===== src/hw/rtl/scc_pkg.sv =====
`default_nettype none
package scc_pkg;

    localparam logic [1:0] OP_WRITE = 2'd0;
    localparam logic [1:0] OP_READ  = 2'd1;
    localparam logic [1:0] OP_TICK  = 2'd2;

    localparam int RegDepth = 48;
    localparam int RegAw    = 6;

    typedef struct packed {
        logic [1:0] op;
        logic [5:0] reg_offset;
        logic [7:0] write_data;
    } in_beat_t;

    typedef struct packed {
        logic [7:0]  read_data;
        logic [3:0]  channels_on;
        logic [3:0]  volume_one;
        logic [3:0]  volume_two;
        logic [3:0]  volume_four;
        logic [10:0] sweep_period_value;
    } out_beat_t;

    typedef enum logic [2:0] {
        ST_CLEAR,
        ST_IDLE,
        ST_READ,
        ST_EXEC,
        ST_FLUSH,
        ST_OUT
    } state_t;

    // reset image of the register file, indexed from offset 0x10
    function automatic logic [7:0] reset_byte(input logic [5:0] a);
        logic [7:0] v;
        v = 8'h00;
        case (a)
            6'h00: v = 8'h80; 6'h01: v = 8'hBF; 6'h02: v = 8'hF3;
            6'h04: v = 8'hBF; 6'h06: v = 8'h3F; 6'h07: v = 8'h00;
            6'h09: v = 8'hBF; 6'h0A: v = 8'h7F; 6'h0B: v = 8'hFF;
            6'h0C: v = 8'h9F; 6'h0D: v = 8'hBF; 6'h10: v = 8'hFF;
            6'h11: v = 8'h00; 6'h12: v = 8'h00; 6'h13: v = 8'hBF;
            6'h14: v = 8'h77; 6'h15: v = 8'hF3; 6'h16: v = 8'hF1;
            6'h20: v = 8'hac; 6'h21: v = 8'hdd; 6'h22: v = 8'hda; 6'h23: v = 8'h48;
            6'h24: v = 8'h36; 6'h25: v = 8'h02; 6'h26: v = 8'hcf; 6'h27: v = 8'h16;
            6'h28: v = 8'h2c; 6'h29: v = 8'h04; 6'h2A: v = 8'he5; 6'h2B: v = 8'h2c;
            6'h2C: v = 8'hac; 6'h2D: v = 8'hdd; 6'h2E: v = 8'hda; 6'h2F: v = 8'h48;
            default: v = 8'h00;
        endcase
        return v;
    endfunction

    // power-off defaults: one bit per offset that is reloaded
    function automatic logic po_hit(input logic [5:0] a);
        logic h;
        case (a)
            6'h00, 6'h01, 6'h02, 6'h04, 6'h06, 6'h07, 6'h09, 6'h0A, 6'h0B,
            6'h0C, 6'h0D, 6'h10, 6'h11, 6'h12, 6'h13, 6'h14, 6'h15, 6'h16:
                h = 1'b1;
            default: h = 1'b0;
        endcase
        return h;
    endfunction

endpackage
`default_nettype wire


===== src/hw/rtl/scc_ram.sv =====
`default_nettype none
module scc_ram #(
    parameter int Width = 8,
    parameter int Depth = 48
) (
    input  wire logic                     clk,
    input  wire logic                     we,
    input  wire logic [$clog2(Depth)-1:0] waddr,
    input  wire logic [Width-1:0]         wdata,
    input  wire logic [$clog2(Depth)-1:0] raddr,
    output logic      [Width-1:0]         rdata
);
    logic [Width-1:0] mem [Depth];

    always_ff @(posedge clk)
    begin
        if (we)
        begin
            mem[waddr] <= wdata;
        end
        rdata <= mem[raddr];
    end
endmodule
`default_nettype wire


===== src/hw/rtl/sound_channel_control_core.sv =====
//  channel | handshake           | payload
//  in      | in_valid/in_stall   | scc_pkg::in_beat_t
//  out     | out_valid/out_stall | scc_pkg::out_beat_t
//  Each beat passes idle, register-file read, execute, result before the next is taken.
//  The result follows the read, execute and any flush state; out_stall holds it there.
//  Writing 0x26 with bit 7 clear adds a flush state that reloads the defaults.
//  After reset a clearing pass loads all 48 RAM entries; no beat is taken.
//  The result waits in the output register; a new beat is taken once it goes.
`default_nettype none
module sound_channel_control_core (
    input  wire logic               clk,
    input  wire logic               rst_n,
    input  wire logic               in_valid,
    output logic                    in_stall,
    input  wire scc_pkg::in_beat_t  in_data,
    output logic                    out_valid,
    input  wire logic               out_stall,
    output scc_pkg::out_beat_t      out_data
);
    scc_pkg::state_t state_reg, state_next;
    logic [5:0] cnt_reg, cnt_next;
    scc_pkg::in_beat_t beat_reg;

    // small cached copies of bytes the control logic uses every beat
    logic [7:0] r10_reg, r14_reg, r19_reg, r1a_reg, r1e_reg, r23_reg, r26_reg;
    logic [7:0] e_reg [3];
    logic [7:0] f13_reg;
    logic [6:0] len_reg [3];
    logic [8:0] lenw_reg;
    logic [2:0] ediv_reg [3];
    logic [3:0] vol_reg [3];
    logic [2:0] sdiv_reg;
    logic [10:0] sfreq_reg;
    logic [3:0] en_reg;
    logic [1:0] phase_reg;
    logic [7:0] rd_reg;

    logic                       we;
    logic [scc_pkg::RegAw-1:0]  waddr, raddr;
    logic [7:0]                 wdata, rdata;

    scc_ram #(.Width(8), .Depth(scc_pkg::RegDepth)) u_ram (
        .clk(clk), .we(we), .waddr(waddr), .wdata(wdata), .raddr(raddr), .rdata(rdata)
    );

    logic [scc_pkg::RegAw-1:0] a;
    assign a = beat_reg.reg_offset - 6'h10;

    always_comb
    begin
        state_next = state_reg;
        cnt_next = cnt_reg;
        unique case (state_reg)
            scc_pkg::ST_CLEAR:
            begin
                cnt_next = cnt_reg + 6'd1;
                if (cnt_reg == 6'd47)
                    state_next = scc_pkg::ST_IDLE;
            end
            scc_pkg::ST_IDLE:
                if (in_valid)
                    state_next = scc_pkg::ST_READ;
            scc_pkg::ST_READ:
                state_next = scc_pkg::ST_EXEC;
            scc_pkg::ST_EXEC:
            begin
                cnt_next = 6'd0;
                if (beat_reg.op == scc_pkg::OP_WRITE && beat_reg.reg_offset == 6'h26
                        && !beat_reg.write_data[7])
                    state_next = scc_pkg::ST_FLUSH;
                else
                    state_next = scc_pkg::ST_OUT;
            end
            scc_pkg::ST_FLUSH:
            begin
                cnt_next = cnt_reg + 6'd1;
                if (cnt_reg == 6'h16)
                    state_next = scc_pkg::ST_OUT;
            end
            scc_pkg::ST_OUT:
                if (!out_stall)
                    state_next = scc_pkg::ST_IDLE;
            default:
                state_next = scc_pkg::ST_IDLE;
        endcase
    end

    always_comb
    begin
        in_stall = (state_reg != scc_pkg::ST_IDLE);
        out_valid = (state_reg == scc_pkg::ST_OUT);
        out_data.read_data = rd_reg;
        out_data.channels_on = en_reg;
        out_data.volume_one = vol_reg[0];
        out_data.volume_two = vol_reg[1];
        out_data.volume_four = vol_reg[2];
        out_data.sweep_period_value = sfreq_reg;
        raddr = (a < 6'd48) ? a : 6'd0;
    end

    // execute: computes next cached state for writes and ticks
    logic        pw;
    logic [7:0]  b;
    logic [11:0] fsum;
    logic [10:0] f1;
    logic [10:0] dlt;
    logic [3:0]  en_n;
    logic [7:0]  r26_n;
    logic [7:0]  e_n [3];
    logic [6:0]  len_n [3];
    logic [8:0]  lenw_n;
    logic [2:0]  ediv_n [3];
    logic [3:0]  vol_n [3];
    logic [2:0]  sdiv_n;
    logic [10:0] sfreq_n;
    logic [2:0]  ep;
    logic [2:0]  dv;
    logic [3:0]  bitk;
    logic        wave_lock;

    always_comb
    begin
        pw = r26_reg[7];
        b = beat_reg.write_data;
        en_n = en_reg;
        r26_n = r26_reg;
        lenw_n = lenw_reg;
        sdiv_n = sdiv_reg;
        sfreq_n = sfreq_reg;
        fsum = 12'd0;
        f1 = {r14_reg[2:0], f13_reg};
        dlt = 11'd0;
        ep = 3'd0;
        dv = 3'd0;
        bitk = 4'd0;
        wave_lock = r26_reg[2] && r1a_reg[7];
        for (int k = 0; k < 3; k++)
        begin
            e_n[k] = e_reg[k];
            len_n[k] = len_reg[k];
            ediv_n[k] = ediv_reg[k];
            vol_n[k] = vol_reg[k];
        end
        if (beat_reg.op == scc_pkg::OP_WRITE && beat_reg.reg_offset >= 6'h10
                && (pw || beat_reg.reg_offset == 6'h26))
        begin
            case (beat_reg.reg_offset)
                6'h10:
                begin
                    sfreq_n = f1;
                    sdiv_n = 3'd0;
                end
                6'h11: len_n[0] = 7'd64 - {1'b0, b[5:0]};
                6'h16: len_n[1] = 7'd64 - {1'b0, b[5:0]};
                6'h20: len_n[2] = 7'd64 - {1'b0, b[5:0]};
                6'h1B: lenw_n = 9'd256 - {1'b0, b};
                6'h12, 6'h17, 6'h21:
                begin
                    bitk = (beat_reg.reg_offset == 6'h12) ? 4'd1 :
                           (beat_reg.reg_offset == 6'h17) ? 4'd2 : 4'd8;
                    for (int k = 0; k < 3; k++)
                        if (bitk == (k == 2 ? 4'd8 : 4'(k + 1)))
                        begin
                            e_n[k] = b;
                            vol_n[k] = b[7:4];
                        end
                    if (b[7:3] == 5'd0)
                    begin
                        en_n = en_n & ~bitk;
                        r26_n = r26_n & ~{4'd0, bitk};
                    end
                end
                6'h1A:
                    if (!b[7])
                    begin
                        en_n[2] = 1'b0;
                        r26_n[2] = 1'b0;
                    end
                6'h1E:
                    if (b[7])
                    begin
                        en_n[2] = 1'b1;
                        r26_n[2] = 1'b1;
                        if (lenw_reg == 9'd0)
                            lenw_n = 9'd256;
                    end
                6'h14, 6'h19, 6'h23:
                    if (b[7])
                    begin
                        for (int k = 0; k < 3; k++)
                        begin
                            if ((k == 0 && beat_reg.reg_offset == 6'h14)
                                    || (k == 1 && beat_reg.reg_offset == 6'h19)
                                    || (k == 2 && beat_reg.reg_offset == 6'h23))
                            begin
                                bitk = (k == 0) ? 4'd1 : (k == 1) ? 4'd2 : 4'd8;
                                if (k == 2)
                                    en_n[3] = 1'b0;
                                if (e_reg[k][7:3] != 5'd0)
                                begin
                                    r26_n = r26_n | {4'd0, bitk};
                                    en_n = en_n | bitk;
                                    if (len_reg[k] == 7'd0)
                                        len_n[k] = 7'd64;
                                    ediv_n[k] = 3'd0;
                                    vol_n[k] = e_reg[k][7:4];
                                    if (k == 0)
                                    begin
                                        f1 = {b[2:0], f13_reg};
                                        sdiv_n = 3'd0;
                                        fsum = {1'b0, f1};
                                        if (r10_reg[2:0] != 3'd0)
                                        begin
                                            fsum = {1'b0, f1} + {1'b0, f1 >> r10_reg[2:0]};
                                            if (fsum[11])
                                            begin
                                                en_n[0] = 1'b0;
                                                r26_n[0] = 1'b0;
                                            end
                                        end
                                        sfreq_n = fsum[10:0];
                                    end
                                end
                            end
                        end
                    end
                6'h26:
                    r26_n = b;
                default: ;
            endcase
        end
        else if (beat_reg.op == scc_pkg::OP_TICK && pw)
        begin
            if (!phase_reg[0] && r10_reg[6:4] != 3'd0)
            begin
                sdiv_n = sdiv_reg + 3'd1;
                if (sdiv_n == r10_reg[6:4])
                begin
                    sdiv_n = 3'd0;
                    dlt = sfreq_reg >> r10_reg[2:0];
                    if (r10_reg[3])
                        fsum = {1'b0, sfreq_reg} - {1'b0, dlt};
                    else
                    begin
                        fsum = {1'b0, sfreq_reg} + {1'b0, dlt};
                        if (fsum[11])
                        begin
                            en_n[0] = 1'b0;
                            r26_n[0] = 1'b0;
                        end
                    end
                    sfreq_n = fsum[10:0];
                end
            end
            if (r14_reg[6] && len_reg[0] != 7'd0)
            begin
                len_n[0] = len_reg[0] - 7'd1;
                if (len_n[0] == 7'd0)
                begin
                    en_n[0] = 1'b0;
                    r26_n[0] = 1'b0;
                end
            end
            if (r19_reg[6] && len_reg[1] != 7'd0)
            begin
                len_n[1] = len_reg[1] - 7'd1;
                if (len_n[1] == 7'd0)
                begin
                    en_n[1] = 1'b0;
                    r26_n[1] = 1'b0;
                end
            end
            if (r1e_reg[6] && lenw_reg != 9'd0)
            begin
                lenw_n = lenw_reg - 9'd1;
                if (lenw_n == 9'd0)
                begin
                    en_n[2] = 1'b0;
                    r26_n[2] = 1'b0;
                end
            end
            if (r23_reg[6] && len_reg[2] != 7'd0)
            begin
                len_n[2] = len_reg[2] - 7'd1;
                if (len_n[2] == 7'd0)
                begin
                    en_n[3] = 1'b0;
                    r26_n[3] = 1'b0;
                end
            end
            if (phase_reg == 2'd0)
            begin
                for (int k = 0; k < 3; k++)
                begin
                    ep = e_reg[k][2:0];
                    if (en_n[k == 2 ? 3 : k] && ep != 3'd0)
                    begin
                        dv = ediv_reg[k] + 3'd1;
                        ediv_n[k] = dv;
                        if (dv == ep)
                        begin
                            ediv_n[k] = 3'd0;
                            if (e_reg[k][3])
                            begin
                                if (e_reg[k][7:4] != 4'hF)
                                    e_n[k][7:4] = e_reg[k][7:4] + 4'd1;
                            end
                            else if (e_reg[k][7:4] != 4'h0)
                                e_n[k][7:4] = e_reg[k][7:4] - 4'd1;
                            vol_n[k] = e_n[k][7:4];
                        end
                    end
                end
            end
        end
    end

    // unused offsets drop the written byte
    logic store_ok;
    always_comb
    begin
        case (beat_reg.reg_offset) inside
            6'h15, 6'h1F, [6'h27:6'h2F]: store_ok = 1'b0;
            default: store_ok = 1'b1;
        endcase
    end

    logic do_write;
    assign do_write = beat_reg.op == scc_pkg::OP_WRITE && beat_reg.reg_offset >= 6'h10
        && (r26_reg[7] || beat_reg.reg_offset == 6'h26) && store_ok
        && !(beat_reg.reg_offset[5:4] == 2'b11 && wave_lock);

    // single RAM write port: clearing pass, write-back in execute, default reload
    always_comb
    begin
        we = 1'b0;
        waddr = cnt_reg;
        wdata = scc_pkg::reset_byte(cnt_reg);
        unique case (state_reg)
            scc_pkg::ST_CLEAR:
                we = (cnt_reg < 6'd48);
            scc_pkg::ST_EXEC:
            begin
                we = do_write;
                waddr = a;
                wdata = b;
            end
            scc_pkg::ST_FLUSH:
                we = scc_pkg::po_hit(cnt_reg);
            default:
                we = 1'b0;
        endcase
    end

    // envelope bytes and 0x26 live in the cache; reads of them come from there
    logic [7:0] rd_val;
    always_comb
    begin
        case (beat_reg.reg_offset)
            6'h12: rd_val = e_reg[0];
            6'h17: rd_val = e_reg[1];
            6'h21: rd_val = e_reg[2];
            6'h26: rd_val = r26_reg;
            default: rd_val = rdata;
        endcase
    end

    always_ff @(posedge clk or negedge rst_n)
    begin
        if (!rst_n)
        begin
            state_reg <= scc_pkg::ST_CLEAR;
            cnt_reg <= 6'd0;
        end
        else
        begin
            state_reg <= state_next;
            cnt_reg <= cnt_next;
        end
    end

    logic [3:0] rstv;
    assign rstv = 4'hF;

    always_ff @(posedge clk or negedge rst_n)
    begin
        if (!rst_n)
        begin
            r10_reg <= 8'h80; r14_reg <= 8'hBF; r19_reg <= 8'hBF; r1a_reg <= 8'h7F;
            r1e_reg <= 8'h00; r23_reg <= 8'hBF; r26_reg <= 8'hF1; f13_reg <= 8'h00;
            e_reg[0] <= 8'hF3; e_reg[1] <= 8'h00; e_reg[2] <= 8'h00;
            len_reg[0] <= 7'd1; len_reg[1] <= 7'd1; len_reg[2] <= 7'd1;
            lenw_reg <= 9'd1;
            for (int k = 0; k < 3; k++)
                ediv_reg[k] <= 3'd0;
            vol_reg[0] <= rstv; vol_reg[1] <= 4'd0; vol_reg[2] <= 4'd0;
            sdiv_reg <= 3'd0; sfreq_reg <= 11'd0; en_reg <= 4'd0; phase_reg <= 2'd0;
            rd_reg <= 8'd0;
            beat_reg <= '0;
        end
        else
        begin
            if (state_reg == scc_pkg::ST_IDLE && in_valid)
                beat_reg <= in_data;
            if (state_reg == scc_pkg::ST_EXEC)
            begin
                rd_reg <= (beat_reg.op == scc_pkg::OP_READ && beat_reg.reg_offset >= 6'h10)
                    ? rd_val : 8'd0;
                if (do_write)
                begin
                    case (beat_reg.reg_offset)
                        6'h10: r10_reg <= b;
                        6'h13: f13_reg <= b;
                        6'h14: r14_reg <= b;
                        6'h19: r19_reg <= b;
                        6'h1A: r1a_reg <= b;
                        6'h1E: r1e_reg <= b;
                        6'h23: r23_reg <= b;
                        default: ;
                    endcase
                end
                r26_reg <= r26_n; en_reg <= en_n; lenw_reg <= lenw_n;
                sdiv_reg <= sdiv_n; sfreq_reg <= sfreq_n;
                for (int k = 0; k < 3; k++)
                begin
                    e_reg[k] <= e_n[k]; len_reg[k] <= len_n[k];
                    ediv_reg[k] <= ediv_n[k]; vol_reg[k] <= vol_n[k];
                end
                if (beat_reg.op == scc_pkg::OP_TICK && r26_reg[7])
                    phase_reg <= phase_reg + 2'd1;
                if (state_next == scc_pkg::ST_FLUSH)
                begin
                    r10_reg <= 8'h80; r14_reg <= 8'hBF; r19_reg <= 8'hBF;
                    r1a_reg <= 8'h7F; r23_reg <= 8'hBF; r26_reg <= 8'hF1;
                    e_reg[0] <= 8'hF3; e_reg[1] <= 8'h00; e_reg[2] <= 8'h00;
                    len_reg[0] <= 7'd1; len_reg[1] <= 7'd1; len_reg[2] <= 7'd1;
                    lenw_reg <= 9'd1;
                    for (int k = 0; k < 3; k++)
                        ediv_reg[k] <= 3'd0;
                    vol_reg[0] <= rstv; vol_reg[1] <= 4'd0; vol_reg[2] <= 4'd0;
                    sdiv_reg <= 3'd0; sfreq_reg <= 11'd0; en_reg <= 4'd0;
                end
            end
        end
    end
endmodule
`default_nettype wire


===== config.mk =====
export PLATFORM = sky130hd
export DESIGN_NAME = sound_channel_control_core
export DESIGN_NICKNAME = d
export VERILOG_FILES = /design/src/hw/rtl/scc_pkg.sv /design/src/hw/rtl/scc_ram.sv /design/src/hw/rtl/sound_channel_control_core.sv
export SDC_FILE = /design/constraint.sdc
export NUM_CORES = 1
export LEC_CHECK = 0
export ABC_AREA = 0
export BUFFER_PORTS_ARGS = -buffer_cell sky130_fd_sc_hd__buf_4
export CAP_MARGIN = 20
export CORE_MARGIN = 5
export CORE_UTILIZATION = 60
export CTS_CLUSTER_SIZE = 16
export DETAILED_ROUTE_END_ITERATION = 12
export PLACE_DENSITY_LB_ADDON = 0.08
export SLEW_MARGIN = 40
export SYNTH_ARGS = -nofsm -noshare
export SYNTH_HDL_FRONTEND = slang
export SYNTH_HIERARCHICAL = 1
export SYNTH_SLANG_ARGS = --single-unit

===== constraint.sdc =====
create_clock -name clk -period 7.2 [get_ports clk]
set_input_delay 0.72 -clock clk [delete_from_list [all_inputs] [get_ports clk]]
set_output_delay 0.72 -clock clk [all_outputs]
set_load 0.1 [all_outputs]

# After elaboration in Yosys (flattened, before gate mapping)
# Memories as Yosys holds them, arrays and structs flattened. A register that Yosys moved wholly into a read port is not among the register bits.
# Index checks and enable logic that the tools add are counted.
dict set report op_classes {
  reduce_logical 118
  shifts 2
  n_bitwise 4
  mux 207
  addsub 22
  magnitude_cmp 5
  n_eq_ne 79
}
# cell count
set op_table {}
lappend op_table {{two-way mux 4 bit} 50}
lappend op_table {{two-way mux 7 bit} 24}
lappend op_table {{two-way mux 8 bit} 14}
lappend op_table {{two-way mux 11 bit} 10}
lappend op_table {{two-way mux 9 bit} 12}
lappend op_table {{== test 6 x 5 -> 1 bit, second input constant} 14}
lappend op_table {{two-way mux 21 bit} 4}
lappend op_table {{inequality test 4 bit, second input constant} 20}
lappend op_table {{two-way mux 3 bit} 22}
lappend op_table {{nonzero test 3 bit} 22}
lappend op_table {{two-way mux 12 bit} 5}
lappend op_table {{AND reduction 8 bit} 7}
lappend op_table {{two-way mux 24 bit} 2}
lappend op_table {{zero test 7 bit} 6}
lappend op_table {{case mux 7 bit (2 select lines)} 3}
lappend op_table {{AND reduction 7 bit} 6}
lappend op_table {{two-way mux 1 bit} 41}
lappend op_table {{inequality test 3 x 1 -> 1 bit, second input constant} 12}
lappend op_table {{case mux 8 bit (4 select lines)} 1}
lappend op_table {{== test 6 bit, second input constant} 5}
lappend op_table {{AND reduction 10 bit} 3}
lappend op_table {{adder 11 x 11 -> 12 bit} 2}
lappend op_table {{inequality test 4 x 1 -> 1 bit, second input constant} 6}
lappend op_table {{case mux 12 bit (2 select lines)} 1}
lappend op_table {{other kinds (68)} 145}
dict set report totals {
  regBits 187
  mem_count 3
  out_inout_bits 37
  inputBits 20
  romBits 544
  mem_bits_rw 384
}
# name depth width read_ports rd_clocked_by_memory_dff wr line
set memory_table {}
lappend memory_table {{(no name shown)} 64 8 1 0 0 scc_pkg.sv:39} ;# case (a)
lappend memory_table {u_ram.mem 48 8 1 1 1 scc_ram.sv:13} ;# logic [Width-1:0] mem [Depth];
lappend memory_table {{(no name shown)} 32 1 1 0 0 scc_pkg.sv:58} ;# case (a)

# Logic depth before layout (Yosys ltp)
dict set report logic_depth {
  word_depth 17
  mapped_depth 16
  ltp_nobuf 15
}

# Cells and area by module
# Netlist, hierarchy kept.
# module area_per_inst_um2 cells_per_inst n_inst seq_area_each_um2
set modules_own_cells {}
lappend modules_own_cells {scc_ram 15334.7 790 1 11691.2}
lappend modules_own_cells {sound_channel_control_core 13543.0 1621 1 4006.3}

# Least setup slack after synthesis
# OpenSTA, ideal clock, no wires.
dict set report synth_path {
  path_kind {reg2reg}
  from {register sfreq_reg[1]}
  to {register e_reg[23] in the netlist's numbering}
  t_arrival_ps 3782
  required_time_ps 7115
  setup_time_ps 85
  path_slack_ps 3333
  stages_incl_launch_ff 14
  path_buffers 0
  cell_sequence {dfrtp_1 -> inv_1 -> o21ai_0 -> nor2_1 -> a211oi_1 -> a21oi_1 -> ha_1 -> nor2b_1 -> o2111ai_1 -> nand4_1 -> a311o_1 -> a211oi_2 -> a22oi_1 -> mux2_1}
}
dict set report synth_between {
  elab_chain_cells 13
}
# item line
set synth_rtl {}
lappend synth_rtl {{start: declaration} sound_channel_control_core.sv:33} ;# logic [10:0] sfreq_reg;
lappend synth_rtl {{start signal: assignment} sound_channel_control_core.sv:423} ;# sdiv_reg <= sdiv_n; sfreq_reg <= sfreq_n;
lappend synth_rtl {{right shift 11 x 3 -> 11 bit} sound_channel_control_core.sv:240} ;# dlt = sfreq_reg >> r10_reg[2:0];
lappend synth_rtl {{adder 11 x 11 -> 12 bit (*)} sound_channel_control_core.sv:245} ;# fsum = {1'b0, sfreq_reg} + {1'b0, dlt};
lappend synth_rtl {{two-way mux 1 bit (*)} sound_channel_control_core.sv:246} ;# if (fsum[11])
lappend synth_rtl {{two-way mux 1 bit (*)} sound_channel_control_core.sv:241} ;# if (r10_reg[3])
lappend synth_rtl {{two-way mux 1 bit (*)} sound_channel_control_core.sv:237} ;# if (sdiv_n == r10_reg[6:4])
lappend synth_rtl {{two-way mux 1 bit (*)} sound_channel_control_core.sv:234} ;# if (!phase_reg[0] && r10_reg[6:4] != 3'd0)
lappend synth_rtl {{two-way mux 1 bit} sound_channel_control_core.sv:258} ;# if (len_n[0] == 7'd0)
lappend synth_rtl {{two-way mux 1 bit (*)} sound_channel_control_core.sv:255} ;# if (r14_reg[6] && len_reg[0] != 7'd0)
lappend synth_rtl {{two-way mux 1 bit (*)} sound_channel_control_core.sv:232} ;# else if (beat_reg.op == scc_pkg::OP_TICK && pw)
lappend synth_rtl {{two-way mux 1 bit (*)} sound_channel_control_core.sv:144} ;# if (beat_reg.op == scc_pkg::OP_WRITE && beat_reg.reg_offset >= 6'h10
lappend synth_rtl {{logical AND 1 bit (*)} sound_channel_control_core.sv:296} ;# if (en_n[k == 2 ? 3 : k] && ep != 3'd0)
lappend synth_rtl {{nonzero test 3 bit (no source line) (*)} -}
lappend synth_rtl {{AND reduction 7 bit (no source line) (*)} -}
lappend synth_rtl {{end signal: indexed assignment} sound_channel_control_core.sv:426} ;# e_reg[k] <= e_n[k]; len_reg[k] <= len_n[k];
lappend synth_rtl {{end: declaration} sound_channel_control_core.sv:26} ;# logic [7:0] e_reg [3];
# Every way passes the cells marked *; elsewhere a longest branch is shown, timed or not. The select of a mux whose other input is x is not followed.
# A chain may end at the register's enable or synchronous reset.

# Worst setup path after layout
dict set report layout_path {
  from {register r10_reg[0]}
  to {register e_reg[21] in the netlist's numbering}
}
dict set report layout_between {
  elab_chain_cells 13
}
# item line
set layout_rtl {}
lappend layout_rtl {{start: declaration} sound_channel_control_core.sv:25} ;# logic [7:0] r10_reg, r14_reg, r19_reg, r1a_reg, r1e_reg, r23_reg, r26_reg;
lappend layout_rtl {{start signal: assignment} sound_channel_control_core.sv:389} ;# r10_reg <= 8'h80; r14_reg <= 8'hBF; r19_reg <= 8'hBF; r1a_reg <= 8'h7F;
lappend layout_rtl {{start signal: assignment} sound_channel_control_core.sv:412} ;# 6'h10: r10_reg <= b;
lappend layout_rtl {{start signal: assignment} sound_channel_control_core.sv:433} ;# r10_reg <= 8'h80; r14_reg <= 8'hBF; r19_reg <= 8'hBF;
lappend layout_rtl {{right shift 11 x 3 -> 11 bit (*)} sound_channel_control_core.sv:240}
lappend layout_rtl {{adder 11 x 11 -> 12 bit (*)} sound_channel_control_core.sv:245}
lappend layout_rtl {{two-way mux 1 bit (*)} sound_channel_control_core.sv:246}
lappend layout_rtl {{two-way mux 1 bit (*)} sound_channel_control_core.sv:241}
lappend layout_rtl {{two-way mux 1 bit (*)} sound_channel_control_core.sv:237}
lappend layout_rtl {{two-way mux 1 bit (*)} sound_channel_control_core.sv:234}
lappend layout_rtl {{two-way mux 1 bit} sound_channel_control_core.sv:258}
lappend layout_rtl {{two-way mux 1 bit (*)} sound_channel_control_core.sv:255}
lappend layout_rtl {{two-way mux 1 bit (*)} sound_channel_control_core.sv:232}
lappend layout_rtl {{two-way mux 1 bit (*)} sound_channel_control_core.sv:144}
lappend layout_rtl {{logical AND 1 bit (*)} sound_channel_control_core.sv:296}
lappend layout_rtl {{nonzero test 3 bit (no source line) (*)} -}
lappend layout_rtl {{AND reduction 7 bit (no source line) (*)} -}
# Marked as above.

==> out/qor.csv <==
metric,value,unit
finalSetupTns,0,ns
drtIter0Drc,2069,
synth.distinct_cells,111,
skew,0.0174,ns
maxCapViolCount,0,
totalWireLength,76.7,mm
p_comb_frac,0.490,
rsz0062_at_grt,no,
final_net_count,2500,
ys_warn_count,6,
final_antenna_net_count,0,
p_sw,7160,µW
antenna_cells,0,
hp-class,in -> reg,
io_buffers,56,
synth-seq-cells,551,
cts_max_level,2,
grt_usage,0.289,
drv_slew,0,
place_congestion,0.948,
syn_inst,2411,
io_pins,57,
fin_util,0.665,
cts-resized-gates,0,
cts_tree,built,
p_seq_frac,0.335,
crit_type,reg -> reg,
grt_overflow_total,0,
endpoint_kind,flop,
timing.rr.start,r10_reg[0],
grt_start_max_net_pins,100,
synthesis.nets,2500,
hold_violations,0,
ys.flop_type,edfxtp_1,
cts.path.max_buffers,3,
cts_sinks,551,
max_freq,0.237,GHz
p_leak,0.0116,µW
antenna_found_initial,0,
clkPwrFrac,0.175,
rows,80,
die-area,0.0526,mm²
ir_drop,0.402,mV
relSlewSlack,0.403,
die_y,229,µm
grt_pass1_wl,120,mm
r2r_setup_slack,2.99,ns
worstHoldPathCells,3,
syn_area,0.0289,mm²
intPower,9150,µW
regToRegEndpoint,e_reg[21],
start_util,0.606,
clock-root-buffer,clkbuf_16,
power.density,515,mW/mm²
drc_errors,0,
whs,0.300,ns
via_count,20410,
worst_setup_path_start_kind,flop,
clkSlewWorstSetupHoldPaths,0.06,ns
setup_viol,0,
async_reset_ff_frac,0.289,
wl_per_cell,25.0,µm
grt_pass1_vias,19913,
layout-drive-gt1-share,0.161,
syn2layout_area_growth,9.64,%
seq_area_frac_synth,0.544,
cp_data_arrival_time,4.75,ns
avgSynthCellArea,12.0,µm²
cts_buffers,57,
clk_latency,0.63,ns
hold_start,in_data[0],
largest_register_ffs,384,
switching_share,0.439,
die_w,229,µm
cp_max_fo,29,
reg2regPathDepth,13,
min_to,b[0],
period_share,0.585,
hpwl,51.4,mm
outcome,"finished, final reports clean",
synth_enable_flop_cells,384,
period_needed,4.21,ns
fill_cells,3536,
max_slew.worst_pin.slew,0.890,ns
via_per_inst,6.65,
first_pass_iters,6,
cp_data_required_time,7.74,ns
coreArea,0.0476,mm²
-- worst max path at each step --
stage / slack (ns) / end / depth (start not counted) / from
finish: 2.99 / e_reg[21] / 13 / r10_reg[0]
global route: 2.72 / e_reg[23] / 13 / r10_reg[0]
floorplan: 3.33 / e_reg[23] / 13 / sfreq_reg[1]
detailed placement: 2.74 / e_reg[23] / 13 / r10_reg[0]
global placement: 2.79 / e_reg[21] / 13 / r10_reg[0]
CTS: 2.72 / e_reg[23] / 13 / r10_reg[0]
-- metrics by stage --
step	total power (µW)	instance area (µm²)	instances	setup slack, ns
after floorplan	10800	28900	2411	3.33
after global routing	17200	31700	3070	2.72
after global placement	13000	29600	2957	2.79
after CTS	16300	31600	3066	2.72
final	16300	31700	3070	2.99
after detailed placement	13400	29800	2963	2.74
-- layout make-up --
cell class / count / area (µm²) / share of cell area
multi-input cells: 1632 / 12200 / 0.387
inverters: 68 / 255 / 0.00806
clock inverters: 38 / 352 / 0.0111
repair buffers: 101 / 881 / 0.0278
clock buffers: 65 / 1470 / 0.0463
flip-flops and latches: 551 / 15700 / 0.496
well taps: 615 / 769 / 0.0243
-- cell usage after synthesis (9+ instances only) --
master / number / share of area
a211oi_1: 24 / 0.0062
a21oi_1: 124 / 0.021
a221oi_1: 17 / 0.0052
a22o_1: 25 / 0.0076
a22oi_1: 51 / 0.013
a31o_2: 12 / 0.0036
a31oi_1: 24 / 0.0052
a32o_1: 15 / 0.0052
and2_1: 10 / 0.0022
and3_1: 15 / 0.0032
buf_1: 18 / 0.0023
buf_2: 47 / 0.0081
buf_4: 14 / 0.0036
buf_6: 17 / 0.0066
clkbuf_1: 63 / 0.0082
dfrtp_1: 137 / 0.12
dfstp_2: 22 / 0.020
edfxtp_1: 384 / 0.40
ha_1: 66 / 0.029
inv_1: 68 / 0.0088
mux2_1: 13 / 0.0051
mux2_2: 40 / 0.016
mux2i_1: 165 / 0.057
mux4_2: 43 / 0.034
nand2_1: 161 / 0.021
nand2b_1: 23 / 0.0050
nand3_1: 56 / 0.0097
nand3b_1: 13 / 0.0034
nand4_1: 16 / 0.0035
nor2_1: 170 / 0.022
nor2b_1: 34 / 0.0074
nor3_1: 51 / 0.0088
nor4_1: 16 / 0.0035
o211ai_1: 18 / 0.0047
o21a_1: 9 / 0.0023
o21ai_0: 142 / 0.025
o221ai_1: 9 / 0.0027
o22ai_1: 18 / 0.0039
o31ai_1: 18 / 0.0047
o41ai_2: 10 / 0.0056
or2_2: 11 / 0.0024
or3_1: 9 / 0.0019
xnor2_1: 35 / 0.011
xor2_1: 15 / 0.0045
-- cells in the final DEF (no fill, tap or decap), types with 18 or more instances in the layout --
cell type / count
nor2b_1: 29
edfxtp_1: 384
clkbuf_16: 57
ha_1: 65
a22o_1: 25
a21oi_1: 118
mux4_2: 43
dfstp_2: 22
nor3_1: 50
nand2b_1: 23
nand2_1: 161
dfrtp_1: 135
a31oi_1: 24
o211ai_1: 18
nand3_1: 55
a211oi_1: 24
xnor2_1: 35
buf_4: 88
mux2_2: 40
a22oi_1: 51
inv_1: 68
nor2_1: 162
o21ai_0: 141
o31ai_1: 18
o22ai_1: 18
mux2i_1: 165
-- what timing repair did --
item / CTS / global route
setup buffers: 0 / 0
hold buffers: 0 / 1
endpoints found under the hold margin: 0 / 20
-- cells by family (layout without fill, tap and decap cells) --
kind of cell / after synthesis / after routing / synth area share
XOR/XNOR: 50 / 50 / 0.0152
AND/OR/NAND/NOR: 640 / 640 / 0.112
adder cells (fa/ha/maj): 69 / 69 / 0.0307
AO/OA/AOI/OAI: 609 / 609 / 0.148
flip-flops: 551 / 551 / 0.544
buffers and inverters: 228 / 272 / 0.0380
multiplexers: 264 / 264 / 0.113
-- worst max-delay path: stages (launching register included) --
cell,delay (ns)
dfrtp_2,0.70
inv_1,0.33
nor2_1,0.23
nand2_1,0.07
o21ai_0,0.14
mux2i_1,0.18
ha_1,0.44
inv_1,0.10
o2111ai_1,0.18
nand4_1,0.19
a311o_1,0.45
a211oi_2,0.56
a22oi_1,0.19
mux2_1,0.37
-- layer usage --
metal / vias up / routed length, µm / GRT usage
li1: 9212 / - / -
met2: 871 / 36800 / 0.469
met5: - / 0 / 0
met1: 10137 / 31400 / 0.399
met3: 190 / 5280 / 0.0388
met4: 0 / 3240 / 0.115
-- power groups by stage --
| stage | Clock [µW] | Combinational (µW) | Sequential [µW] |
|---|---|---|---|
| detailed placement | 0 | 7870 | 5490 |
| global route | 3060 | 8580 | 5520 |
| finish | 2850 | 8000 | 5460 |
| floorplan | 0 | 5200 | 5620 |
| global placement | 0 | 7540 | 5500 |
| CTS | 2900 | 7930 | 5430 |
(Power assumes the default switching activity.)
